$ cat src/hdl/tts_pkg.sv
package tts_pkg;

    localparam int MAX_TASKS = 64;
    localparam int ID_BITS   = 16;
    localparam int IDX_W     = $clog2(MAX_TASKS);
    localparam int CNT_W     = $clog2(MAX_TASKS + 1);
    // wide enough for a count, a position and a child index
    localparam int WW        = ((CNT_W > 7) ? CNT_W : 7) + 1;

    localparam logic [2:0] ACT_APPEND   = 3'd0;
    localparam logic [2:0] ACT_INSERT   = 3'd1;
    localparam logic [2:0] ACT_MOVE     = 3'd2;
    localparam logic [2:0] ACT_REMOVE   = 3'd3;
    localparam logic [2:0] ACT_SWAP     = 3'd4;
    localparam logic [2:0] ACT_READ     = 3'd5;
    localparam logic [2:0] ACT_CLEAR    = 3'd6;
    localparam logic [2:0] ACT_SCHEDULE = 3'd7;

    localparam logic [1:0] ST_OK   = 2'd0;
    localparam logic [1:0] ST_ERR  = 2'd1;
    localparam logic [1:0] ST_FULL = 2'd2;

    localparam logic [4:0] CMD_NOP      = 5'd0;
    localparam logic [4:0] CMD_LOAD     = 5'd1;
    localparam logic [4:0] CMD_RD_I     = 5'd2;
    localparam logic [4:0] CMD_CMP_I    = 5'd3;
    localparam logic [4:0] CMD_RD_POS   = 5'd4;
    localparam logic [4:0] CMD_CAP_A    = 5'd5;
    localparam logic [4:0] CMD_CLR      = 5'd6;
    localparam logic [4:0] CMD_SHU_INIT = 5'd7;
    localparam logic [4:0] CMD_SHU_RD   = 5'd8;
    localparam logic [4:0] CMD_SHU_WR   = 5'd9;
    localparam logic [4:0] CMD_PUT      = 5'd10;
    localparam logic [4:0] CMD_DRP_INIT = 5'd11;
    localparam logic [4:0] CMD_DRP_RD   = 5'd12;
    localparam logic [4:0] CMD_DRP_WR   = 5'd13;
    localparam logic [4:0] CMD_DRP_END  = 5'd14;
    localparam logic [4:0] CMD_SWP_A    = 5'd15;
    localparam logic [4:0] CMD_SWP_B    = 5'd16;
    localparam logic [4:0] CMD_HP_INIT  = 5'd17;
    localparam logic [4:0] CMD_HP_SEL   = 5'd18;
    localparam logic [4:0] CMD_HP_CUR   = 5'd19;
    localparam logic [4:0] CMD_HP_RDL   = 5'd20;
    localparam logic [4:0] CMD_HP_GETL  = 5'd21;
    localparam logic [4:0] CMD_HP_GETR  = 5'd22;
    localparam logic [4:0] CMD_HP_PICK  = 5'd23;
    localparam logic [4:0] CMD_HP_DOWN  = 5'd24;
    localparam logic [4:0] CMD_HP_PUT   = 5'd25;
    localparam logic [4:0] CMD_RES      = 5'd26;

    typedef struct packed {
        logic [ID_BITS-1:0] id;
        logic [7:0]         prio;
        logic [15:0]        work;
    } entry_t;

    typedef struct packed {
        logic [4:0] op;
        logic [1:0] res_status;
    } cmd_t;

    typedef struct packed {
        logic [2:0] act;
        logic       scan_end;
        logic       found_a;
        logic       found_b;
        logic       a_eq_pos;
        logic       pos_gt_n;
        logic       pos_ge_n;
        logic       full;
        logic       id_eq;
        logic       work_zero;
        logic       shift_end;
        logic       drop_end;
        logic       heap_end;
        logic       has_left;
        logic       has_right;
        logic       go_down;
    } st_t;

    // a sits above b: smaller prio/work, ties to the lower priority
    function automatic logic ranks_above(entry_t a, entry_t b);
        logic [23:0] lhs;
        logic [23:0] rhs;
        lhs = 24'(a.prio) * 24'(b.work);
        rhs = 24'(b.prio) * 24'(a.work);
        if (lhs != rhs)
            return lhs < rhs;
        return a.prio < b.prio;
    endfunction

endpackage

$ cat src/hdl/tts_datapath.sv
module tts_datapath (
    input  logic                 clk,
    input  logic                 rst_n,
    input  tts_pkg::cmd_t        cmd,
    output tts_pkg::st_t         st,
    input  logic [2:0]           action,
    input  logic [6:0]           position,
    input  logic [15:0]          task_id,
    input  logic [15:0]          other_id,
    input  logic [7:0]           prio,
    input  logic [15:0]          work_left,
    output logic [1:0]           status,
    output logic [15:0]          out_id,
    output logic [7:0]           out_prio,
    output logic [15:0]          out_work,
    output logic [6:0]           task_count
);

    localparam int IW = tts_pkg::IDX_W;
    localparam int CW = tts_pkg::CNT_W;
    localparam int WW = tts_pkg::WW;

    tts_pkg::entry_t mem [tts_pkg::MAX_TASKS];
    tts_pkg::entry_t rdata_reg;

    logic [CW-1:0] n_reg, n_next;
    logic [CW-1:0] i_reg, i_next;
    logic [CW-1:0] h_reg, h_next;
    logic [CW-1:0] k_reg, k_next;
    logic [CW-1:0] cidx_reg, cidx_next;
    logic [IW-1:0] a_reg, a_next;
    logic [IW-1:0] b_reg, b_next;
    logic          fa_reg, fa_next;
    logic          fb_reg, fb_next;
    logic          rok_reg, rok_next;
    logic [2:0]    act_reg, act_next;
    logic [6:0]    pos_reg, pos_next;
    logic [tts_pkg::ID_BITS-1:0] id_reg, id_next;
    logic [tts_pkg::ID_BITS-1:0] id2_reg, id2_next;
    logic [7:0]    prio_reg, prio_next;
    logic [15:0]   work_reg, work_next;
    tts_pkg::entry_t ea_reg, ea_next;
    tts_pkg::entry_t eb_reg, eb_next;
    tts_pkg::entry_t cur_reg, cur_next;
    tts_pkg::entry_t cl_reg, cl_next;
    tts_pkg::entry_t cr_reg, cr_next;
    tts_pkg::entry_t c_reg, c_next;
    logic [1:0]    status_reg, status_next;
    tts_pkg::entry_t res_reg, res_next;
    logic [6:0]    count_reg, count_next;

    logic            re, we;
    logic [IW-1:0]   raddr, waddr;
    tts_pkg::entry_t wdata;
    logic [WW-1:0]   left_w;
    tts_pkg::entry_t put_e;

    assign left_w = WW'({k_reg, 1'b1});

    always_comb
    begin
        put_e.id   = id_reg;
        put_e.prio = (act_reg == tts_pkg::ACT_MOVE) ? ea_reg.prio : prio_reg;
        put_e.work = (act_reg == tts_pkg::ACT_MOVE) ? ea_reg.work : work_reg;
    end

    always_comb
    begin
        st.act       = act_reg;
        st.scan_end  = WW'(i_reg) >= WW'(n_reg);
        st.found_a   = fa_reg;
        st.found_b   = fb_reg;
        st.a_eq_pos  = WW'(a_reg) == WW'(pos_reg);
        st.pos_gt_n  = WW'(pos_reg) > WW'(n_reg);
        st.pos_ge_n  = WW'(pos_reg) >= WW'(n_reg);
        st.full      = WW'(n_reg) >= WW'(tts_pkg::MAX_TASKS);
        st.id_eq     = id_reg == id2_reg;
        st.work_zero = work_reg == 16'd0;
        st.shift_end = WW'(i_reg) <= WW'(pos_reg);
        st.drop_end  = WW'(i_reg) + WW'(1) >= WW'(n_reg);
        st.heap_end  = h_reg == CW'(0);
        st.has_left  = left_w < WW'(n_reg);
        st.has_right = left_w + WW'(1) < WW'(n_reg);
        st.go_down   = tts_pkg::ranks_above(c_reg, cur_reg);
    end

    always_comb
    begin
        n_next      = n_reg;
        i_next      = i_reg;
        h_next      = h_reg;
        k_next      = k_reg;
        cidx_next   = cidx_reg;
        a_next      = a_reg;
        b_next      = b_reg;
        fa_next     = fa_reg;
        fb_next     = fb_reg;
        rok_next    = rok_reg;
        act_next    = act_reg;
        pos_next    = pos_reg;
        id_next     = id_reg;
        id2_next    = id2_reg;
        prio_next   = prio_reg;
        work_next   = work_reg;
        ea_next     = ea_reg;
        eb_next     = eb_reg;
        cur_next    = cur_reg;
        cl_next     = cl_reg;
        cr_next     = cr_reg;
        c_next      = c_reg;
        status_next = status_reg;
        res_next    = res_reg;
        count_next  = count_reg;
        re    = 1'b0;
        we    = 1'b0;
        raddr = IW'(i_reg);
        waddr = IW'(i_reg);
        wdata = rdata_reg;
        case (cmd.op)
            tts_pkg::CMD_LOAD:
            begin
                act_next  = action;
                pos_next  = (action == tts_pkg::ACT_APPEND) ? 7'(n_reg) : position;
                id_next   = tts_pkg::ID_BITS'(task_id);
                id2_next  = tts_pkg::ID_BITS'(other_id);
                prio_next = prio;
                work_next = work_left;
                i_next    = CW'(0);
                fa_next   = 1'b0;
                fb_next   = 1'b0;
            end
            tts_pkg::CMD_RD_I:
            begin
                re = 1'b1;
            end
            tts_pkg::CMD_CMP_I:
            begin
                if (!fa_reg && rdata_reg.id == id_reg)
                begin
                    fa_next = 1'b1;
                    a_next  = IW'(i_reg);
                    ea_next = rdata_reg;
                end
                if (!fb_reg && rdata_reg.id == id2_reg)
                begin
                    fb_next = 1'b1;
                    b_next  = IW'(i_reg);
                    eb_next = rdata_reg;
                end
                i_next = i_reg + CW'(1);
            end
            tts_pkg::CMD_RD_POS:
            begin
                re    = 1'b1;
                raddr = IW'(pos_reg);
            end
            tts_pkg::CMD_CAP_A:
            begin
                ea_next = rdata_reg;
            end
            tts_pkg::CMD_CLR:
            begin
                n_next = CW'(0);
            end
            tts_pkg::CMD_SHU_INIT:
            begin
                i_next = n_reg;
            end
            tts_pkg::CMD_SHU_RD:
            begin
                re    = 1'b1;
                raddr = IW'(i_reg - CW'(1));
            end
            tts_pkg::CMD_SHU_WR:
            begin
                we     = 1'b1;
                i_next = i_reg - CW'(1);
            end
            tts_pkg::CMD_PUT:
            begin
                we     = 1'b1;
                waddr  = IW'(pos_reg);
                wdata  = put_e;
                n_next = n_reg + CW'(1);
            end
            tts_pkg::CMD_DRP_INIT:
            begin
                i_next = CW'(a_reg);
            end
            tts_pkg::CMD_DRP_RD:
            begin
                re    = 1'b1;
                raddr = IW'(i_reg + CW'(1));
            end
            tts_pkg::CMD_DRP_WR:
            begin
                we     = 1'b1;
                i_next = i_reg + CW'(1);
            end
            tts_pkg::CMD_DRP_END:
            begin
                n_next = n_reg - CW'(1);
            end
            tts_pkg::CMD_SWP_A:
            begin
                we    = 1'b1;
                waddr = a_reg;
                wdata = eb_reg;
            end
            tts_pkg::CMD_SWP_B:
            begin
                we    = 1'b1;
                waddr = b_reg;
                wdata = ea_reg;
            end
            tts_pkg::CMD_HP_INIT:
            begin
                if (n_reg < CW'(2))
                    h_next = CW'(0);
                else
                    h_next = ((n_reg - CW'(2)) >> 1) + CW'(1);
            end
            tts_pkg::CMD_HP_SEL:
            begin
                h_next = h_reg - CW'(1);
                k_next = h_reg - CW'(1);
                re     = 1'b1;
                raddr  = IW'(h_reg - CW'(1));
            end
            tts_pkg::CMD_HP_CUR:
            begin
                cur_next = rdata_reg;
            end
            tts_pkg::CMD_HP_RDL:
            begin
                re    = 1'b1;
                raddr = IW'(left_w);
            end
            tts_pkg::CMD_HP_GETL:
            begin
                cl_next  = rdata_reg;
                rok_next = st.has_right;
                re       = st.has_right;
                raddr    = IW'(left_w + WW'(1));
            end
            tts_pkg::CMD_HP_GETR:
            begin
                cr_next = rdata_reg;
            end
            tts_pkg::CMD_HP_PICK:
            begin
                if (rok_reg && tts_pkg::ranks_above(cr_reg, cl_reg))
                begin
                    c_next    = cr_reg;
                    cidx_next = CW'(left_w + WW'(1));
                end
                else
                begin
                    c_next    = cl_reg;
                    cidx_next = CW'(left_w);
                end
            end
            tts_pkg::CMD_HP_DOWN:
            begin
                we     = 1'b1;
                waddr  = IW'(k_reg);
                wdata  = c_reg;
                k_next = cidx_reg;
            end
            tts_pkg::CMD_HP_PUT:
            begin
                we    = 1'b1;
                waddr = IW'(k_reg);
                wdata = cur_reg;
            end
            tts_pkg::CMD_RES:
            begin
                status_next = cmd.res_status;
                count_next  = 7'(n_reg);
                if (cmd.res_status == tts_pkg::ST_OK &&
                    (act_reg == tts_pkg::ACT_REMOVE || act_reg == tts_pkg::ACT_READ))
                    res_next = ea_reg;
                else
                    res_next = '0;
            end
            default:
            begin
            end
        endcase
    end

    always_ff @(posedge clk)
    begin
        if (we)
            mem[waddr] <= wdata;
        if (re)
            rdata_reg <= mem[raddr];
    end

    always_ff @(posedge clk or negedge rst_n)
    begin
        if (!rst_n)
        begin
            n_reg   <= '0;
            fa_reg  <= 1'b0;
            fb_reg  <= 1'b0;
            rok_reg <= 1'b0;
            act_reg <= tts_pkg::ACT_APPEND;
            i_reg   <= '0;
            h_reg   <= '0;
            k_reg   <= '0;
        end
        else
        begin
            n_reg   <= n_next;
            fa_reg  <= fa_next;
            fb_reg  <= fb_next;
            rok_reg <= rok_next;
            act_reg <= act_next;
            i_reg   <= i_next;
            h_reg   <= h_next;
            k_reg   <= k_next;
        end
    end

    always_ff @(posedge clk)
    begin
        cidx_reg   <= cidx_next;
        a_reg      <= a_next;
        b_reg      <= b_next;
        pos_reg    <= pos_next;
        id_reg     <= id_next;
        id2_reg    <= id2_next;
        prio_reg   <= prio_next;
        work_reg   <= work_next;
        ea_reg     <= ea_next;
        eb_reg     <= eb_next;
        cur_reg    <= cur_next;
        cl_reg     <= cl_next;
        cr_reg     <= cr_next;
        c_reg      <= c_next;
        status_reg <= status_next;
        res_reg    <= res_next;
        count_reg  <= count_next;
    end

    assign status     = status_reg;
    assign out_id     = 16'(res_reg.id);
    assign out_prio   = res_reg.prio;
    assign out_work   = res_reg.work;
    assign task_count = count_reg;

    a_count_bound: assert property (@(posedge clk) disable iff (!rst_n)
        WW'(n_reg) <= WW'(tts_pkg::MAX_TASKS))
        else $error("task count above table size");

    a_put_room: assert property (@(posedge clk) disable iff (!rst_n)
        cmd.op == tts_pkg::CMD_PUT |-> WW'(n_reg) < WW'(tts_pkg::MAX_TASKS))
        else $error("entry placed into a full table");

    a_sift_child: assert property (@(posedge clk) disable iff (!rst_n)
        cmd.op == tts_pkg::CMD_HP_DOWN |-> cidx_reg > k_reg && cidx_reg < n_reg)
        else $error("sift-down moved to an invalid child");

endmodule

$ cat config.mk
export PLATFORM = sky130hd
export DESIGN_NAME = tts_datapath
export DESIGN_NICKNAME = d
export VERILOG_FILES = /design/src/hdl/tts_pkg.sv /design/src/hdl/tts_datapath.sv
export SDC_FILE = /design/constraint.sdc
export NUM_CORES = 2
export LEC_CHECK = 0
export BUFFER_PORTS_ARGS = -buffer_cell sky130_fd_sc_hd__buf_2
export CAP_MARGIN = 20
export CORE_ASPECT_RATIO = 1.2
export CORE_MARGIN = 2
export CORE_UTILIZATION = 63
export DETAILED_ROUTE_END_ITERATION = 6
export PLACE_DENSITY = 0.79
export SKIP_CTS_REPAIR_TIMING = 1
export SYNTH_ARGS = -nofsm -noshare
export SYNTH_HDL_FRONTEND = slang
export SYNTH_SLANG_ARGS = --single-unit
$ cat constraint.sdc
create_clock -name clk -period 8.3 [get_ports clk]
set_clock_uncertainty 0.1 [all_clocks]
set_input_delay 1.245 -clock clk [delete_from_list [all_inputs] [get_ports clk]]
set_output_delay 1.245 -clock clk [all_outputs]
set_load 0.005 [all_outputs]
==> metrics <==
Compound-Gate Fraction of Synth Area=6.14%; RSZ-0062 raised after global routing=true; DRC viols=15; worst path bufs/invs=5; placed insts=13000; Initial Util=63.5%; design area=0.154 mm²; Leakage=0.0550 µW; IO Pins=142; Slew headroom=19.6%; synthesized area=0.137 mm²; crit path capture type=output pin; Clock Pin Slew Worst Setup and Hold Paths=0.06 ns; Skew-Pair Late Insertion Delay=0.96 ns; fmax=0.115 GHz; Post-synth ARST share=1.13%; routed len/inst=29.0 µm; internal power=29000 µW; post-synthesis sequential area ratio=65.6%; number of flops mapped to enable cells by yosys=2971; yosys synthesis warning count=0; cell taking the most area after synthesis=edfxtp_1; Gate power share=27.5%; crit-path max FO=5; Avg Cell Area, Syn=13.4 µm²; Worst path max stage delay=0.52 ns; worst vdd rail ir drop=282 µV; Worst path most repeated cell=fa_1; WL final=393000 µm; CTS HTree Levels=5; final hold vios=0; Yosys reg bits=3005; port bufs=141; fin. max-slew vios=0; ANT nets after route=0; grt ovf=0; CTS tree=done; final setup TNS=-0.402 ns; worst-margin pin slew=1.21 ns; routed vias/inst=6.69; Fillers=13400; WP data arrival=7.36 ns; CTS root buffer=clkbuf_16; Crit path max-delay family=adder cells; Tmin final=8.70 ns; Top reg by flops=mem; vias after detailed routing=90800; Slowest-stage cell, CP=fa_1; Simple-Gate Fraction of Synth Area=12.4%; Clk pwr share=30.0%; post-synthesis xor/xnor area fraction=0.995%; Nets=11200; CORE AREA=0.216 mm²; Reg power frac=42.5%; Die ar.=0.222 mm²; startpoint types=flop; Final setup viols=1; routability cong.=0.969; Layout area overhead=11.9%; syn nets=10900; failing checks=DRC, setup timing; Post-Layout Cell Count=13600; Netlist cell types=86; vias in the first global route=89600; Sw Ratio=32.5%; dominant combinational cell family by area after synthesis=simple AND/OR/NAND/NOR gates; Rows=187; synth top area cells=edfxtp_1 65%, fa_1 4.9%, nand2_1 4.9%; Top FF cell, synth=edfxtp_1; min-delay worst type=in2async; placed inst area=0.144 mm²; GR Util All Layers=35.2%; clock tree sinks=3005; Post-DP HPWL=247000 µm; first-pass GRT wire length=575000 µm; max reg flops=2560; period utilisation layout=105%; maximum buffer depth of the clock tree=4; Final Worst Setup Slack=-0.402 ns; synthesized-area fraction occupied by adder cells=7.56%; Max Cap Viol=0; die span in y=515 µm; status=finished with violations; layout cell share with drive strength beyond 1=11.5%; pin count of the biggest net entering global routing=162; Syn Inst Count=10200; TritonCTS Buffers=297; NetSw=13900 µW; drt first pass iters=7; Die X=430 µm; CP Class=reg2out; pwr dens=279 mW/mm²; area share of the largest cell type after synthesis=65.0%; Pwr Total=42900 µW; mux share of post-synthesis cell area=4.32%; initial antenna violation count=25; DR iter-0 viols=13900; Worst Path Required=6.95 ns
-- cell families (layout without fill, tap and decap cells) --
family / Yosys count / in the layout
compound gates: 1276 / 1276
xor+xnor: 156 / 156
fa+ha+maj: 627 / 627
buf+inv: 996 / 1481
flops: 3005 / 3005
mux: 547 / 547
other cells: 0 / 9
simple gates: 3633 / 3633
-- layout make-up --
type / instances / area (µm²) / share of cell area [%]
Antenna cell: 9 / 22.5 / 0.0147
Clock buffer: 365 / 7820 / 5.08
Clock inverter: 136 / 1260 / 0.820
Inverter: 426 / 1600 / 1.04
Multi-Input combinational cell: 6239 / 44700 / 29.1
Sequential cell: 3005 / 90100 / 58.6
Tap cell: 2835 / 3550 / 2.31
Timing Repair Buffer: 554 / 4690 / 3.05
-- cell usage in the layout, fill, tap and decap left out, types with 143 or more instances in the layout --
cell type and instances:
mux2i_1 462, buf_4 340, fa_1 333, nand2_1 1781, ha_1 279, and3_1 178, a211oi_1 198, edfxtp_1 2971
nor2_1 143, nand3_1 685, and2_1 403, inv_1 420, a21oi_1 345, a31oi_1 144, clkbuf_16 303
-- power groups by stage --
stage | registers (µW) | clock network, µW | logic (µW)
2_1_floorplan | 18500 | 0 | 7140
4_1_cts | 18200 | 12900 | 11300
3_5_place_dp | 18500 | 0 | 11200
6_report | 18200 | 12900 | 11800
5_1_grt | 18200 | 13500 | 12500
3_3_place_gp | 18500 | 0 | 10800
-- worst register-to-register path, stage by stage (launching register included) --
cell and delay, ns:
edfxtp_1 0.56, buf_4 0.25, and2_1 0.17, fa_1 0.45
fa_1 0.50, inv_1 0.06, fa_1 0.48, fa_1 0.49
inv_1 0.04, ha_1 0.33, o21ai_0 0.10, nor2_1 0.24
o221ai_1 0.20, a211o_1 0.38, o21a_1 0.25, a211oi_1 0.33
a211oi_1 0.19, a21oi_1 0.20, xnor2_1 0.09, ha_1 0.30
nand4_1 0.07, or2_2 0.30, nor2_1 0.16, nand3_1 0.21
a21o_1 0.36, o21ai_4 0.27, buf_12 0.25, mux2_2 0.39
-- path summary, 6_finish.rpt --
path,end,depth (start not counted),slack [ns],startpoint
setup / recovery,st[0],27,-0.40,cur_reg[3]
setup reg to reg,c_reg[3],27,0.32,cr_reg[18]
min in group clk,k_reg[4],2,0.36,cidx_reg[4]
max in group asynchronous,act_reg[0],1,7.08,rst_n
hold / removal,i_reg[2],1,0.36,rst_n
hold reg to reg,k_reg[4],2,0.36,cidx_reg[4]
-- stage by stage --
step | utilization, % | setup WS [ns] | hold slack (ns)
after global placement | 66.5 | 0.0912 | 0.340
after floorplan | - | 0.859 | 0.323
after global routing | 71.0 | -0.740 | 0.350
after detailed placement | 66.5 | 0.0938 | 0.348
after CTS | 70.7 | -0.945 | 0.323
final | 71.0 | -0.402 | 0.358
-- Yosys cell counts (34+ instances only) --
cell         n
edfxtp_1  2971
xnor2_1     94
inv_1      426
ha_1       290
fa_1       337
nand2_1   1783
o21ai_0     97
a211oi_1   200
a222oi_1    41
mux2i_1    462
a31oi_1    161
xor2_1      62
nand2b_1    35
clkbuf_1   266
nor3_1      93
o22ai_1    130
buf_1       68
buf_4       43
mux2_2      54
a22oi_1     39
nand3_1    688
and2_1     413
a21oi_1    348
buf_2      187
a21o_1      44
nor2_1     210
and3_1     181
dfrtp_1     34
nor4_1      68
-- per-layer routing --
metal  routed length [µm]  track usage (%)
met2               188000             57.2
met1               132000             44.6
met5                  150                0
met4                23900             18.6
met3                48700             7.82
No activity file was read; power rests on OpenSTA's default activity.
