<file path="src/hdl/tts_pkg.sv">
package tts_pkg;

    localparam int MAX_TASKS = 64;
    localparam int ID_BITS   = 16;
    localparam int IDX_W     = $clog2(MAX_TASKS);
    localparam int CNT_W     = $clog2(MAX_TASKS + 1);
    // wide enough for a count, a position and a child index
    localparam int WW        = ((CNT_W > 7) ? CNT_W : 7) + 1;

    localparam logic [2:0] ACT_APPEND   = 3'd0;
    localparam logic [2:0] ACT_INSERT   = 3'd1;
    localparam logic [2:0] ACT_MOVE     = 3'd2;
    localparam logic [2:0] ACT_REMOVE   = 3'd3;
    localparam logic [2:0] ACT_SWAP     = 3'd4;
    localparam logic [2:0] ACT_READ     = 3'd5;
    localparam logic [2:0] ACT_CLEAR    = 3'd6;
    localparam logic [2:0] ACT_SCHEDULE = 3'd7;

    localparam logic [1:0] ST_OK   = 2'd0;
    localparam logic [1:0] ST_ERR  = 2'd1;
    localparam logic [1:0] ST_FULL = 2'd2;

    localparam logic [4:0] CMD_NOP      = 5'd0;
    localparam logic [4:0] CMD_LOAD     = 5'd1;
    localparam logic [4:0] CMD_RD_I     = 5'd2;
    localparam logic [4:0] CMD_CMP_I    = 5'd3;
    localparam logic [4:0] CMD_RD_POS   = 5'd4;
    localparam logic [4:0] CMD_CAP_A    = 5'd5;
    localparam logic [4:0] CMD_CLR      = 5'd6;
    localparam logic [4:0] CMD_SHU_INIT = 5'd7;
    localparam logic [4:0] CMD_SHU_RD   = 5'd8;
    localparam logic [4:0] CMD_SHU_WR   = 5'd9;
    localparam logic [4:0] CMD_PUT      = 5'd10;
    localparam logic [4:0] CMD_DRP_INIT = 5'd11;
    localparam logic [4:0] CMD_DRP_RD   = 5'd12;
    localparam logic [4:0] CMD_DRP_WR   = 5'd13;
    localparam logic [4:0] CMD_DRP_END  = 5'd14;
    localparam logic [4:0] CMD_SWP_A    = 5'd15;
    localparam logic [4:0] CMD_SWP_B    = 5'd16;
    localparam logic [4:0] CMD_HP_INIT  = 5'd17;
    localparam logic [4:0] CMD_HP_SEL   = 5'd18;
    localparam logic [4:0] CMD_HP_CUR   = 5'd19;
    localparam logic [4:0] CMD_HP_RDL   = 5'd20;
    localparam logic [4:0] CMD_HP_GETL  = 5'd21;
    localparam logic [4:0] CMD_HP_GETR  = 5'd22;
    localparam logic [4:0] CMD_HP_PICK  = 5'd23;
    localparam logic [4:0] CMD_HP_DOWN  = 5'd24;
    localparam logic [4:0] CMD_HP_PUT   = 5'd25;
    localparam logic [4:0] CMD_RES      = 5'd26;

    typedef struct packed {
        logic [ID_BITS-1:0] id;
        logic [7:0]         prio;
        logic [15:0]        work;
    } entry_t;

    typedef struct packed {
        logic [4:0] op;
        logic [1:0] res_status;
    } cmd_t;

    typedef struct packed {
        logic [2:0] act;
        logic       scan_end;
        logic       found_a;
        logic       found_b;
        logic       a_eq_pos;
        logic       pos_gt_n;
        logic       pos_ge_n;
        logic       full;
        logic       id_eq;
        logic       work_zero;
        logic       shift_end;
        logic       drop_end;
        logic       heap_end;
        logic       has_left;
        logic       has_right;
        logic       go_down;
    } st_t;

    // a sits above b: smaller prio/work, ties to the lower priority
    function automatic logic ranks_above(entry_t a, entry_t b);
        logic [23:0] lhs;
        logic [23:0] rhs;
        lhs = 24'(a.prio) * 24'(b.work);
        rhs = 24'(b.prio) * 24'(a.work);
        if (lhs != rhs)
            return lhs < rhs;
        return a.prio < b.prio;
    endfunction

endpackage

</file>
<file path="src/hdl/tts_ctrl.sv">
module tts_ctrl (
    input  logic          clk,
    input  logic          rst_n,
    input  logic          req_valid,
    output logic          req_ready,
    output logic          rsp_valid,
    input  logic          rsp_ready,
    input  tts_pkg::st_t  st,
    output tts_pkg::cmd_t cmd
);

    localparam logic [4:0] S_IDLE     = 5'd0;
    localparam logic [4:0] S_DISP     = 5'd1;
    localparam logic [4:0] S_SCAN_RD  = 5'd2;
    localparam logic [4:0] S_SCAN_CMP = 5'd3;
    localparam logic [4:0] S_CHECK    = 5'd4;
    localparam logic [4:0] S_SHU_INIT = 5'd5;
    localparam logic [4:0] S_SHU_TEST = 5'd6;
    localparam logic [4:0] S_SHU_WR   = 5'd7;
    localparam logic [4:0] S_DRP_TEST = 5'd8;
    localparam logic [4:0] S_DRP_WR   = 5'd9;
    localparam logic [4:0] S_RD_CAP   = 5'd10;
    localparam logic [4:0] S_SWP_B    = 5'd11;
    localparam logic [4:0] S_HP_NEXT  = 5'd12;
    localparam logic [4:0] S_HP_CUR   = 5'd13;
    localparam logic [4:0] S_HP_CHK   = 5'd14;
    localparam logic [4:0] S_HP_GETL  = 5'd15;
    localparam logic [4:0] S_HP_GETR  = 5'd16;
    localparam logic [4:0] S_HP_PICK  = 5'd17;
    localparam logic [4:0] S_HP_DEC   = 5'd18;
    localparam logic [4:0] S_FIN      = 5'd19;

    logic [4:0] state_reg, state_next;
    logic [1:0] stat_reg, stat_next;
    logic       out_valid_reg, out_valid_next;

    assign req_ready = state_reg == S_IDLE;
    assign rsp_valid = out_valid_reg;

    always_comb
    begin
        state_next     = state_reg;
        stat_next      = stat_reg;
        out_valid_next = out_valid_reg && !rsp_ready;
        cmd.op         = tts_pkg::CMD_NOP;
        cmd.res_status = stat_reg;
        case (state_reg)
            S_IDLE:
            begin
                if (req_valid)
                begin
                    cmd.op     = tts_pkg::CMD_LOAD;
                    state_next = S_DISP;
                end
            end
            S_DISP:
            begin
                stat_next = tts_pkg::ST_OK;
                case (st.act)
                    tts_pkg::ACT_READ:
                    begin
                        if (st.pos_ge_n)
                        begin
                            stat_next  = tts_pkg::ST_ERR;
                            state_next = S_FIN;
                        end
                        else
                        begin
                            cmd.op     = tts_pkg::CMD_RD_POS;
                            state_next = S_RD_CAP;
                        end
                    end
                    tts_pkg::ACT_CLEAR:
                    begin
                        cmd.op     = tts_pkg::CMD_CLR;
                        state_next = S_FIN;
                    end
                    tts_pkg::ACT_SCHEDULE:
                    begin
                        cmd.op     = tts_pkg::CMD_HP_INIT;
                        state_next = S_HP_NEXT;
                    end
                    default:
                    begin
                        state_next = S_SCAN_RD;
                    end
                endcase
            end
            S_SCAN_RD:
            begin
                if (st.scan_end)
                    state_next = S_CHECK;
                else
                begin
                    cmd.op     = tts_pkg::CMD_RD_I;
                    state_next = S_SCAN_CMP;
                end
            end
            S_SCAN_CMP:
            begin
                cmd.op     = tts_pkg::CMD_CMP_I;
                state_next = S_SCAN_RD;
            end
            S_CHECK:
            begin
                state_next = S_FIN;
                case (st.act)
                    tts_pkg::ACT_APPEND,
                    tts_pkg::ACT_INSERT:
                    begin
                        if (st.found_a || st.work_zero ||
                            (st.act == tts_pkg::ACT_INSERT && st.pos_gt_n))
                            stat_next = tts_pkg::ST_ERR;
                        else if (st.full)
                            stat_next = tts_pkg::ST_FULL;
                        else
                            state_next = S_SHU_INIT;
                    end
                    tts_pkg::ACT_MOVE:
                    begin
                        if (st.pos_ge_n || !st.found_a || st.a_eq_pos)
                            stat_next = tts_pkg::ST_ERR;
                        else
                        begin
                            cmd.op     = tts_pkg::CMD_DRP_INIT;
                            state_next = S_DRP_TEST;
                        end
                    end
                    tts_pkg::ACT_REMOVE:
                    begin
                        if (!st.found_a)
                            stat_next = tts_pkg::ST_ERR;
                        else
                        begin
                            cmd.op     = tts_pkg::CMD_DRP_INIT;
                            state_next = S_DRP_TEST;
                        end
                    end
                    tts_pkg::ACT_SWAP:
                    begin
                        if (!st.found_a || !st.found_b || st.id_eq)
                            stat_next = tts_pkg::ST_ERR;
                        else
                        begin
                            cmd.op     = tts_pkg::CMD_SWP_A;
                            state_next = S_SWP_B;
                        end
                    end
                    default:
                    begin
                    end
                endcase
            end
            S_SHU_INIT:
            begin
                cmd.op     = tts_pkg::CMD_SHU_INIT;
                state_next = S_SHU_TEST;
            end
            S_SHU_TEST:
            begin
                if (st.shift_end)
                begin
                    cmd.op     = tts_pkg::CMD_PUT;
                    state_next = S_FIN;
                end
                else
                begin
                    cmd.op     = tts_pkg::CMD_SHU_RD;
                    state_next = S_SHU_WR;
                end
            end
            S_SHU_WR:
            begin
                cmd.op     = tts_pkg::CMD_SHU_WR;
                state_next = S_SHU_TEST;
            end
            S_DRP_TEST:
            begin
                if (st.drop_end)
                begin
                    cmd.op     = tts_pkg::CMD_DRP_END;
                    // a move puts the task back in after closing the gap
                    state_next = (st.act == tts_pkg::ACT_MOVE) ? S_SHU_INIT : S_FIN;
                end
                else
                begin
                    cmd.op     = tts_pkg::CMD_DRP_RD;
                    state_next = S_DRP_WR;
                end
            end
            S_DRP_WR:
            begin
                cmd.op     = tts_pkg::CMD_DRP_WR;
                state_next = S_DRP_TEST;
            end
            S_RD_CAP:
            begin
                cmd.op     = tts_pkg::CMD_CAP_A;
                state_next = S_FIN;
            end
            S_SWP_B:
            begin
                cmd.op     = tts_pkg::CMD_SWP_B;
                state_next = S_FIN;
            end
            S_HP_NEXT:
            begin
                if (st.heap_end)
                    state_next = S_FIN;
                else
                begin
                    cmd.op     = tts_pkg::CMD_HP_SEL;
                    state_next = S_HP_CUR;
                end
            end
            S_HP_CUR:
            begin
                cmd.op     = tts_pkg::CMD_HP_CUR;
                state_next = S_HP_CHK;
            end
            S_HP_CHK:
            begin
                if (st.has_left)
                begin
                    cmd.op     = tts_pkg::CMD_HP_RDL;
                    state_next = S_HP_GETL;
                end
                else
                begin
                    cmd.op     = tts_pkg::CMD_HP_PUT;
                    state_next = S_HP_NEXT;
                end
            end
            S_HP_GETL:
            begin
                cmd.op     = tts_pkg::CMD_HP_GETL;
                state_next = st.has_right ? S_HP_GETR : S_HP_PICK;
            end
            S_HP_GETR:
            begin
                cmd.op     = tts_pkg::CMD_HP_GETR;
                state_next = S_HP_PICK;
            end
            S_HP_PICK:
            begin
                cmd.op     = tts_pkg::CMD_HP_PICK;
                state_next = S_HP_DEC;
            end
            S_HP_DEC:
            begin
                if (st.go_down)
                begin
                    cmd.op     = tts_pkg::CMD_HP_DOWN;
                    state_next = S_HP_CHK;
                end
                else
                begin
                    cmd.op     = tts_pkg::CMD_HP_PUT;
                    state_next = S_HP_NEXT;
                end
            end
            S_FIN:
            begin
                // hold until the output slot is free
                if (!out_valid_reg || rsp_ready)
                begin
                    cmd.op         = tts_pkg::CMD_RES;
                    out_valid_next = 1'b1;
                    state_next     = S_IDLE;
                end
            end
            default:
            begin
                state_next = S_IDLE;
            end
        endcase
    end

    always_ff @(posedge clk or negedge rst_n)
    begin
        if (!rst_n)
        begin
            state_reg     <= S_IDLE;
            stat_reg      <= tts_pkg::ST_OK;
            out_valid_reg <= 1'b0;
        end
        else
        begin
            state_reg     <= state_next;
            stat_reg      <= stat_next;
            out_valid_reg <= out_valid_next;
        end
    end

    a_res_from_fin: assert property (@(posedge clk) disable iff (!rst_n)
        cmd.op == tts_pkg::CMD_RES |-> state_reg == S_FIN && (!out_valid_reg || rsp_ready))
        else $error("result loaded over an untaken one");

    a_load_idle: assert property (@(posedge clk) disable iff (!rst_n)
        cmd.op == tts_pkg::CMD_LOAD |=> state_reg == S_DISP)
        else $error("request load not followed by dispatch");

    a_rsp_hold: assert property (@(posedge clk) disable iff (!rst_n)
        rsp_valid && !rsp_ready |=> rsp_valid)
        else $error("response dropped while stalled");

endmodule

</file>
<file path="config.mk">
export PLATFORM = sky130hd
export DESIGN_NAME = tts_ctrl
export DESIGN_NICKNAME = d
export VERILOG_FILES = /design/src/hdl/tts_pkg.sv /design/src/hdl/tts_ctrl.sv
export SDC_FILE = /design/constraint.sdc
export NUM_CORES = 1
export LEC_CHECK = 0
export ABC_AREA = 1
export BUFFER_PORTS_ARGS = -buffer_cell sky130_fd_sc_hd__buf_2
export CAP_MARGIN = 20
export CORE_ASPECT_RATIO = 0.5
export CORE_MARGIN = 10
export CORE_UTILIZATION = 26
export CTS_CLUSTER_DIAMETER = 80
export DETAILED_ROUTE_END_ITERATION = 16
export PLACE_DENSITY = 0.46
export SLEW_MARGIN = 40
export SYNTH_ARGS = -nofsm -noshare
export SYNTH_HDL_FRONTEND = slang
export SYNTH_SLANG_ARGS = --single-unit
</file>
<file path="constraint.sdc">
create_clock -name clk -period 2.88 [get_ports clk]
set_clock_uncertainty 0.2 [all_clocks]
set_input_delay 0.144 -clock clk [delete_from_list [all_inputs] [get_ports clk]]
set_output_delay 0.144 -clock clk [all_outputs]
set_load 0.05 [all_outputs]
</file>
==> results of run 1 <==
==> cell type report <==
cell class | instances | area [um2]
fillers | 521 | 2980
multi-input cells | 177 | 835
flip-flops and latches | 8 | 200
repair buffers | 31 | 160
inverters | 37 | 139
well taps | 57 | 71.3
clock buffers | 3 | 41.3
==> per-stage QoR <==
stage / hold slack [ps] / instances / setup WS, ps
after floorplan: -352 / 227 / 487
after global placement: -209 / 309 / 812
after detailed placement: -205 / 309 / 731
after CTS: 61.3 / 313 / 483
after global routing: 75.1 / 313 / 311
final: 70.4 / 313 / 456
==> layer usage <==
| layer | GRT usage [%] | vias to the layer above | routed length (um) |
|---|---|---|---|
| li1 | - | 794 | - |
| met1 | 15.4 | 692 | 2100 |
| met4 | 1.55 | 0 | 12 |
| met5 | 0 | - | 0 |
| met3 | 2.97 | 2 | 405 |
| met2 | 15.1 | 63 | 1680 |
==> Yosys cell counts <==
| library cell | count |
|---|---|
| nand2_1 | 53 |
| o211ai_1 | 3 |
| nor3_2 | 1 |
| a211oi_1 | 1 |
| nand2_2 | 1 |
| nor3b_1 | 1 |
| nor3_1 | 4 |
| nand4_2 | 1 |
| a31oi_1 | 2 |
| buf_2 | 4 |
| nand3b_1 | 4 |
| inv_2 | 11 |
| nor2_2 | 8 |
| nand3_1 | 35 |
| buf_4 | 1 |
| o21ai_0 | 11 |
| inv_1 | 26 |
| a21oi_1 | 7 |
| o21ai_1 | 1 |
| nor2_1 | 37 |
| dfrtp_1 | 8 |
| nand3_2 | 1 |
| nand4_1 | 6 |
==> power breakdown <==
part	internal (mW)	total [mW]	leakage, nW	switching [mW]
clock	0.0903	0.131	0.0216	0.0411
combinational	0.274	1.08	0.676	0.805
sequential	0.156	0.220	0.106	0.0635
total	0.520	1.43	0.803	0.910
==> logic make-up after synthesis <==
group	share of synthesized area [%]
buf+inv	13.9
flops	16.7
compound gates	11.5
simple gates	58.0
==> timing repair <==
action | CTS | global route
hold endpoints to repair | 8 | 0
hold buffers | 1 | 0
setup buffers | 0 | 0
==> critical path, cell delays in order, from the launching register on <==
cell and delay, ps:
dfrtp_1 470, inv_2 260, nand2_2 140, nor2_2 350, nand2_1 130, nand2_1 80, nor2_1 40, o211ai_1 90
buf_2 290
==> how the worst max path moves through the flow <==
| stage | slack [ps] | startpoint | to | depth (start not counted) |
|---|---|---|---|---|
| 2_1_floorplan | 490 | state_reg[3]$_DFFE_PN0P_ | cmd[2] | 7 |
| 3_3_place_gp | 810 | state_reg[4]$_DFFE_PN0P_ | cmd[4] | 8 |
| 3_5_place_dp | 730 | state_reg[4]$_DFFE_PN0P_ | cmd[4] | 8 |
| 4_1_cts | 480 | state_reg[4]$_DFFE_PN0P_ | cmd[4] | 8 |
| 5_1_grt | 310 | state_reg[4]$_DFFE_PN0P_ | cmd[4] | 8 |
| 6_report | 460 | state_reg[4]$_DFFE_PN0P_ | cmd[4] | 8 |
==> results, run 1 <==
- The final total negative setup slack is 0 ps.
- At the end of the flow the core is filled with cells to 32.7%.
- Post-CTS repair changed the size of 0 cells.
- The run finished with clean final reports.
- For hold timing, the worst endpoint is rsp_valid$_DFF_PN0_.
- In this run, the number of DRC markers left after iteration 0 of detailed routing was 76.
- The count of port buffers added during placement is 30.
- The clock passes through at most 2 buffers.
- Using the TritonRoute via totals, the vias-per-cell ratio works out to 4.96.
- The placed instance area is 1400 um2.
- Each instance of the synthesized netlist takes up on average 5.29 um2.
- The number of iterations in the first detailed-routing pass is 4.
- For this block, the via count after detailed routing is 1,551.
- For this design the static power due to leakage is 0.803 nW.
- The chip width is 116 um.
- The final non-filler cell area is 1450 um2.
- The count of unique library cells instantiated by Yosys is 23.
- The timing-limited maximum frequency is 0.413 GHz.
- The clock latency at the later pin of the worst-skew pair is 220 ps.
- Measured in cells, the most critical reg-to-reg path has a length of 9.
- The total count of max-transition violations in the final report is 0.
- Data arrives at the worst endpoint at 2080 ps.
- In the final routed layout, each cell accounts on average for 13.4 um.
- The number of nets still failing antenna checks after routing is 0.
- The setup check on the worst reg-to-reg path leaves a slack of 890 ps.
- The library cell used most frequently in the layout, excluding fill and tap cells, is nand2_1.
- The initial cell density of the core is 27.1%.
- The CTS buffer count is 3.
- The reg-to-reg startpoint is state_reg[4]$_DFFE_PN0P_.
- The design draws 1.43 mW.
- The class of the tightest hold or removal check is input pin to flop.
- The CTS tree is yes.
- For this run, the number of Yosys warnings is 0.
- The cell row count is 17.
- After the last flow step, the layout net total stands at 280.
- The origin of the worst min-delay path is rsp_ready.
- The count of cells along the worst hold path is 4.
- The top cell types in the final layout, fill and taps aside, are nand2_1 (53), nor2_1 (37), nand3_1 (35), buf_2 (30), inv_1 (26).
- STA classifies the critical path startpoint as a flop.
- The leftover overflow at the end of global routing is 0.
- The startpoint-to-endpoint class of the critical path is flop to output port.
- The pin count of the biggest net entering global routing is 15.
- The final critical-path required period is 2420 ps.
- The headroom to the max-slew limit is 74.2%.
- The setup-violating endpoint count in the final report is 0.
- After detailed routing, the number of remaining DRC violations is 0.
- The final layout contains routed wiring with a total length of 4200 um.
- The cell area that synthesis handed to floorplanning was 1200 um2.
- The aggregate global-route resource usage is 10.5%.
- The share of final-layout standard cells stronger than drive strength 1 is 21.9%.
- Summed over its instances, the top area cell type makes up 16.7% of the synthesized netlist area.
- The vertical die dimension is 68.1 um.
- The global placer's final weighted congestion is 0.889.
- The number of global-route vias before repair came to 1,399.
- The peak supply drop is 0.309 mV.
- Synthesis produced a netlist with a net count of 249.
- The clock net in this run drives a total of 8 sinks.
- After synthesis the netlist holds a flip-flop and latch count of 8.
- In this run the clock root is driven by a clkbuf_8.
- The sort of element at the end of the critical path is an output port.
- The number of antenna violations at the first check in global routing is 0.
- Dividing total power by cell area gives a power density of 989 nW/um2.
- Once detailed placement completed, the half-perimeter wirelength came to 3670 um.
- The period utilization is 84.2%.
- The global-route wire length before repair is 6690 um.
- The cell count after synthesis came out at 227.
- The end of the worst register-to-register path is stat_reg[1]$_DFFE_PN0P_.
- The repair_antennas step left the layout with diodes totalling 0.
- Sorting the synthesized cells by area gives the leading types as dfrtp_1 (17%), nand2_1 (17%), nand3_1 (15%).
- For the pin with the worst max-slew slack, the measured transition is 387 ps.
- The tool flagged a number of max-cap violations equal to 0.
- The worst path required time is 2540 ps.
- The top fanout value on the critical path is 14.
- The number of flip-flops in the largest register is 5.
- The cell taking the most area after synthesis is dfrtp_1.
- The proportion of synthesized chip area in sequential cells is 16.7%.
- The number of endpoints with negative hold slack in the final report was 0.
- In this run the number of H-tree levels came out at 1.
- The area growth from synthesis to layout is 20.4%.
- The number of primary I/O pins is 31.
- The full die area is 7900 um2.
- The clock transition at the registers of the reported paths is 40 ps.
- Setup repair after global routing left no endpoint under its margin.
- The core footprint is 4420 um2.
Note: power is estimated with default switching activity, not from simulation.
==> run 2, diff against run 1 <==
PLACE_DENSITY = 0.48   (was 0.46)
clock period = 2.1 ns   (was 2.88 ns; I/O delays follow)
==> run 2 against run 1 <==
Net effect:
- utilization up 2.5 points
- total power is 53% higher
- sequential power increased by 41%
- routed wire length down 1.9%
- final area grew 7.5%
- largest power group unchanged
- combinational power grew 57%
==> results, run 2 (synthesis gave the netlist of run 1 again) <==
- The flow ran to the end, and the final reports show no timing, DRC or antenna violations.
- The detailed-route wire length is 4120 um.
- The number of antenna violations at the first check in global routing is 0.
- TritonCTS built the clock tree.
- The dominant cell type by count on the critical path is nor2_1.
- The number of remaining DRC errors is 0.
- The number of max-capacitance violations reported is 0.
- Input and output buffers added on the ports amount to 30.
- The global placer's final weighted congestion is 0.902.
- In the layout the commonest cells are nand2_1 (52), nand3_1 (35), nor2_1 (32), inv_1 (26), buf_2 (25).
- The overall power after layout is 2.18 mW.
- After the first detailed-routing iteration, the DRC count stood at 115.
- The headroom to the max-slew limit is 78.6%.
- The first global-routing pass estimated 6640 um of wire.
- Setup repair after global routing could not meet its margin everywhere.
- Once the floorplan was initialized, standard cells occupied 27.1% of the core.
- Final hold analysis gives a worst-case slack of 18.7 ps.
- The signal on the critical path passes through nor2_4, nand3_2, nor2_2, nor2_1, nand3_1, nor2_1, nand2_1, buf_6.
- The total count of max-transition violations in the final report is 0.
- Data arrives at the worst endpoint at 1690 ps.
- Data on the critical path is required at its endpoint by 1790 ps.
- The repair_antennas step left the layout with diodes totalling 0.
- The chip width is 116 um.
- The number of flip-flops in the largest register is 5.
- The core footprint is 4420 um2.
- The number of global-route vias before repair is 1,371.
- STA classifies the critical path startpoint as a flop.
- In this run, CTS created clock tree buffers numbering 3.
- The startpoint-to-endpoint class of the critical path is flop to output port.
- The detailed router placed 1,538 vias in this run.
- The vertical die dimension is 68.1 um.
- The deepest clock path buffer count is 2.
- The delay of the slowest cell on the worst path is 440 ps.
- The number of nets still failing antenna checks after routing is 0.
- The critical path buffer and inverter count is 1.
- The ratio of routed vias to standard cells is 4.87.
- The internal portion of the total power is 851 uW.
- For the worst-skew pair, the clock arrives at the later sink with an insertion delay of 220 ps.
- The number of sinks driven by the clock tree is 8.
- For this design, the slowest cell found on the critical path is dfrtp_2.
- The number of iterations in the first detailed-routing pass is 4.
- The sort of element at the end of the critical path is an output port.
- At the pin with the least slew margin, the transition time is 317 ps.
- In this run, flip-flops and latches consume 14.2% of the power.
- The setup slack of the most critical reg-to-reg path is 330 ps.
- The leftover overflow at the end of global routing is 0.
- In this run switching power makes up 61.0% of total power.
- The analysis attributes to net switching a power of 1.33 mW.
- For the finished layout, the period the worst path requires is 2000 ps.
- At the end of the flow, the number of nets in the layout was 283.
- The post-route netlist has 26.3% of its cells at a drive strength greater than 1.
- Clock tree synthesis selected as its root buffer the cell clkbuf_8.
- The cell row count is 17.
- Combinational logic is responsible for 77.7% of the overall power.
- The most common library cell in the layout ignoring fill and taps is nand2_1.
- The detailed-placement wirelength estimate is 3520 um.
- For the worst flop-to-flop path, the logic depth is 7.
- The power density relative to cell area is 1400 nW/um2.
- The die covers 7900 um2.
- Entering global routing, the biggest net connects 15 pins.
- In this run, the clock network consumes 8.1% of the power.
- The aggregate global-route resource usage is 10.5%.
- The number of levels the H-tree was split into is 1.
- Setup violations remaining at the end of the flow were counted as 0.
- In this run the count of I/O pins placed on the die edge is 31.
- With fillers left out, the area of the finished cells amounts to 1560 um2.
- The path class of the tightest hold or removal check is input pin to flop.
- In this run the static leakage power is 0.831 nW.
- The count of fill cells added during filler insertion is 518.
- The routed length per placed instance is 13.0 um.
- In this design, the largest share of critical-path delay is due to simple AND/OR/NAND/NOR gates.
- Based on the critical path, the design can be clocked at up to 0.501 GHz.
- The number of endpoints with negative hold slack in the final report is 0.
- In this run the number of cells on the critical path is 8.
- The count of cells along the worst hold path is 4.
- In this run the worst path has a maximum fanout of 6.
- The worst-case IR drop observed on VDD is 0.415 mV.
- The synthesis-to-finish area growth is 29.5%.
- The clock transition at the registers of the reported paths is 40 ps.
- In this run the cell area measured after placement is 1420 um2.
- The period utilization is 95.1%.
## run 2: cell count changes in the layout (fill, tap and decap cells not counted), sizes merged
cell	delta
buf	+1
clkbuf	+2
## run 2: layer usage
metal  track usage, %  vias up  wire length (um)
li1                 -      803                 -
met1             16.2      684              2210
met2             15.4       51              1680
met3             1.57        0               221
met4            0.464        0                 0
met5                0        -                 0
## run 2: worst paths after layout
| path | start | endpoint |
|---|---|---|
| min | rsp_ready | rsp_valid$_DFF_PN0_ |
| min in group asynchronous | rst_n | rsp_valid$_DFF_PN0_ |
| min reg2reg | stat_reg[0]$_DFFE_PN0P_ | stat_reg[0]$_DFFE_PN0P_ |
| max in group asynchronous | rst_n | state_reg[2]$_DFFE_PN0P_ |
| max | state_reg[2]$_DFFE_PN0P_ | cmd[2] |
| max reg2reg | state_reg[3]$_DFFE_PN0P_ | state_reg[2]$_DFFE_PN0P_ |
## run 2: cell type report
type	instances	area, um2	area share [%]
multi-input combinational	177	896	57.6
sequential	8	204	13.1
timing repair buffer	34	199	12.8
inverter	37	144	9.25
tap	57	71.3	4.59
clock buffer	3	41.3	2.65
## run 2: repair_timing
action	4_1_cts	5_1_grt
resized for setup	6	18
hold endpoints to repair	8	0
pin swaps	0	3
hold buffers	1	0
buffers inserted	0	1
setup endpoints to repair	5	5
## run 2: tightest hold or removal path, delay by kind of cell
kind,cells,cell delay [ps]
buffers and inverters,2,180
AND/OR/NAND/NOR,2,100
## run 2: power by group through the flow
| stage | logic (mW) | registers, mW | clock network, mW |
|---|---|---|---|
| 2_1_floorplan | 1.12 | 0.320 | 0 |
| 3_3_place_gp | 1.54 | 0.286 | 0 |
| 3_5_place_dp | 1.51 | 0.287 | 0 |
| 4_1_cts | 1.56 | 0.294 | 0.184 |
| 5_1_grt | 1.84 | 0.322 | 0.201 |
| 6_report | 1.70 | 0.310 | 0.176 |
## run 2: per-stage QoR
stage	setup slack, ps	instances	util, %	setup TNS, ps
2_1_floorplan	132	227	-	0
3_3_place_gp	61.2	311	32.0	0
3_5_place_dp	83.0	311	32.0	0
4_1_cts	25.3	315	33.6	0
5_1_grt	-10.9	316	35.2	-10.9
6_report	103	316	35.2	0
==> run 3, diff against run 2 <==
ABC_AREA = not set   (was 1)
BUFFER_PORTS_ARGS = not set   (was -buffer_cell sky130_fd_sc_hd__buf_2)
CTS_CLUSTER_SIZE = 12   (was not set)
DONT_BUFFER_PORTS = 1   (was not set)
PLACE_DENSITY = 0.42   (was 0.48)
==> run 3 against run 2 <==
Net effect:
- the run now ends with setup timing left
- sequential share of layout area is 2.8 points lower
- critical path depth is 2 lower
- total power is 50% higher
- cell count is 8.9% lower
- setup slack worse by 130 ps
- global-route usage is 1.6 points higher
- critical endpoint is now cmd[6]
- highest routed layer is now met4
==> results, run 3 <==
- The flow ran to the end, but the final reports show violations.
- The final reports fail on setup timing.
- Of all cell types, the one taking the most synthesized area is dfrtp_1.
- Yosys attributes the largest share of cell area to dfrtp_1 (16%), o21ai_0 (5.4%), nand2b_1 (4.9%).
- The headroom to the max-slew limit is 66.8%.
- The die covers 8330 um2.
- In this run, placement finished with an instance count of 264.
- The register with the most flip-flops in the layout has 5 of them.
- Wires add up to 5230 um.
- In the synthesized netlist, the cells that appear most often are nor2_1 (16), o21ai_0 (14), nand2_1 (10), nand2b_1 (10), nand3_1 (9).
- In this run the standard cell core region covers 4570 um2.
- The vertical die dimension is 69.7 um.
- The first detailed-routing pass ran for 4 iterations.
- The proportion of synthesized flip-flops having asynchronous set or reset is 100%.
- The analysis attributes to cell leakage a power of 0.811 nW.
- The flip-flop cell with the highest count after synthesis is dfrtp_1.
- The root buffer cell is clkbuf_8.
- The total count of max-transition violations in the final report came to 0.
- The deepest clock path buffer count is 2.
- The congestion estimate from routability-driven global placement came to 0.888.
- STA classifies the critical path endpoint as an output port.
- After the first detailed-routing iteration, the DRC count stood at 128.
- For the pin with the worst max-slew slack, the measured transition is 498 ps.
- The tightest hold path in the finished design has a slack of 18.8 ps.
- The number of endpoints with negative hold slack in the final report is 0.
- Clock tree synthesis found a total of 8 sinks.
- Cells with a size suffix above 1 make up 36.9% of the layout.
- Leaving out fill and tap cells, the most frequent cells in the layout are buf_4 (35), nor2_1 (14), o21ai_0 (11), nand2_1 (10).
- The proportion of synthesized chip area in sequential cells is 15.6%.
- The routed via count is 1,614.
- The initial utilization of the core area, before any placement, comes to 28.1%.
- Setup repair after global routing could not meet its margin everywhere.
- The cell area after synthesis is 1290 um2.
- The most frequent cell after synthesis is nor2_1.
- Row generation in the floorplan step produced 17 rows.
- The synthesized netlist net count is 202.
- The kind of launch point of the worst setup path is a flop.
- Averaged over all synthesized cells, the footprint is 7.15 um2.
- The count of port buffers added during placement is 0.
- The design draws 3.28 mW.
- The clock transition at the registers of the reported paths is 40 ps.
- Entering global routing, the biggest net connects 19 pins.
- In this run the worst path has a maximum fanout of 7.
- The signal on the critical path passes through buf_6, and3b_2, o211ai_1, nand3_1, a211o_1, buf_12.
- Counting both buffers and inverters, the worst setup path holds a total of 2.
- Leaving out filler cells and counting taps, the final layout contains 288.
- After detailed routing, the average wire length per cell comes to 18.2 um.
- The final total negative setup slack is -41.5 ps.
- The startpoint-to-endpoint class of the critical path is flop to output port.
- Global routing finished with a remaining overflow of 0.
- The number of antenna violations at the first check in global routing is 0.
- The number of remaining DRC errors is 0.
- The clock latency at the later pin of the worst-skew pair is 230 ps.
- The data arrival time of the worst path is 1820 ps.
- The setup slack of the most critical reg-to-reg path is 100 ps.
- The library cell used most frequently in the layout, excluding fill and tap cells, is buf_4.
- The count of unique library cells instantiated by Yosys is 55.
- IR analysis of the VDD net gives a maximum drop of 0.516 mV.
- In the post-route analysis, the smallest setup slack over all paths is -28.6 ps.
- The period utilization is 101%.
- The placed instance area is 1600 um2.
- The antenna diode count is 0.
- The number of nets still failing antenna checks after routing is 0.
- The utilization after layout is 43.0%.
- The number of flops mapped to enable cells by yosys is 0.
- The Yosys warning count is 0.
- The class of the tightest hold or removal check is input pin to flop.
- After filler insertion, the fill cell instance count of the layout stands at 462.
- For the finished layout, the period the worst path requires is 2130 ps.
- STA puts the critical path data required time at 1790 ps.
- In this run, synthesis produced a sequential element count of 8.
- The number of primary I/O pins is 31.
- The global-route wire length before repair is 8470 um.
- The number of global-route vias before repair is 1,538.
- The number of levels the H-tree was split into is 1.
- The number of max-capacitance violations reported is 0.
- The timing-limited maximum frequency is 0.470 GHz.
- Compared with the post-synthesis result, the final layout area differs by 53.0%.
- Timing analysis after detailed placement gives a worst setup slack of 60.5 ps.
- The slowest stage of the critical path is the dfrtp_1 cell.
- The chip width is 119 um.
- Setup violations remaining at the end of the flow were counted as 3.
- After routing the design area is 1970 um2.
- In this design, the largest share of critical-path delay is due to compound AO/OA/AOI/OAI gates.
- On the worst path, the slowest cell contributes a delay of 410 ps.
- Of the post-synthesis cell area, the dominant cell type holds 15.6%.
- The number of instances in the synthesized netlist is 180.
- The final layout net count is 246.
- The number of clock buffers added by TritonCTS is 3.
- Global routing used 12.1% of the available tracks.
- The detailed-placement wirelength estimate is 4000 um.
- The power density relative to cell area is 1670 nW/um2.
- TritonCTS built the clock tree.
- In the routed layout, each cell is associated on average with a via count of 5.60.
-- run 3: changes by cell type after synthesis, sizes merged, moves of 6 or more --
cell and delta:
nand2b +10, nand3 -27, buf +6, inv -31, nand2 -44, a211oi +6
nor2 -29
-- run 3: layout make-up --
cell class	count	area [um2]	area share [%]
Tap cell	66	82.6	4.20
Inverter	6	22.5	1.14
Clock buffer	3	41.3	2.10
Timing Repair Buffer	54	519	26.4
Sequential cell	8	204	10.4
Multi-Input combinational cell	151	1100	55.8
-- run 3: logic make-up after synthesis --
logic type / count (synthesis) / synth area share [%]
simple gates: 85 / 37.0
compound gates: 65 / 38.2
buf+inv: 21 / 8.56
flops: 8 / 15.6
xor+xnor: 1 / 0.681
-- run 3: worst register-to-register path, cell delays in order, from the launching register on --
cell and delay (ps):
dfrtp_1 410, buf_6 150, or3_4 440, buf_4 190
a2111oi_4 250, nor2_1 120, a31oi_1 160
-- run 3: worst paths after layout --
path,start,endpoint,cells past startpoint
worst max-delay path,state_reg[2]$_DFFE_PN0P_,cmd[6],6
worst min-delay path,st[13],state_reg[1]$_DFFE_PN0P_,4
worst max register to register,state_reg[2]$_DFFE_PN0P_,state_reg[0]$_DFFE_PN0P_,6
worst min register to register,state_reg[0]$_DFFE_PN0P_,rsp_valid$_DFF_PN0_,1
max in group asynchronous,rst_n,state_reg[1]$_DFFE_PN0P_,1
min in group asynchronous,rst_n,rsp_valid$_DFF_PN0_,1
-- run 3: routing by layer --
| layer | global-route usage, % | up-vias | wire length, um |
|---|---|---|---|
| met3 | 2.75 | 2 | 467 |
| met5 | 0 | - | 0 |
| met2 | 16.5 | 70 | 2170 |
| li1 | - | 780 | - |
| met1 | 18.5 | 762 | 2570 |
| met4 | 1.32 | 0 | 18 |
-- run 3: repair_timing --
item | in CTS | in global routing
hold buffers | 8 | 0
resized for setup | 26 | 11
pin swaps | 10 | 5
gates cloned | 0 | 0
buffers inserted | 9 | 4
endpoints found under the hold margin | 13 | 0
setup endpoints to repair | 5 | 6
-- run 3: power breakdown --
group / switching [mW] / leakage, nW / internal (mW)
Clock: 0.0618 / 0.0216 / 0.124
Combinational: 1.46 / 0.689 / 1.28
Sequential: 0.137 / 0.101 / 0.223
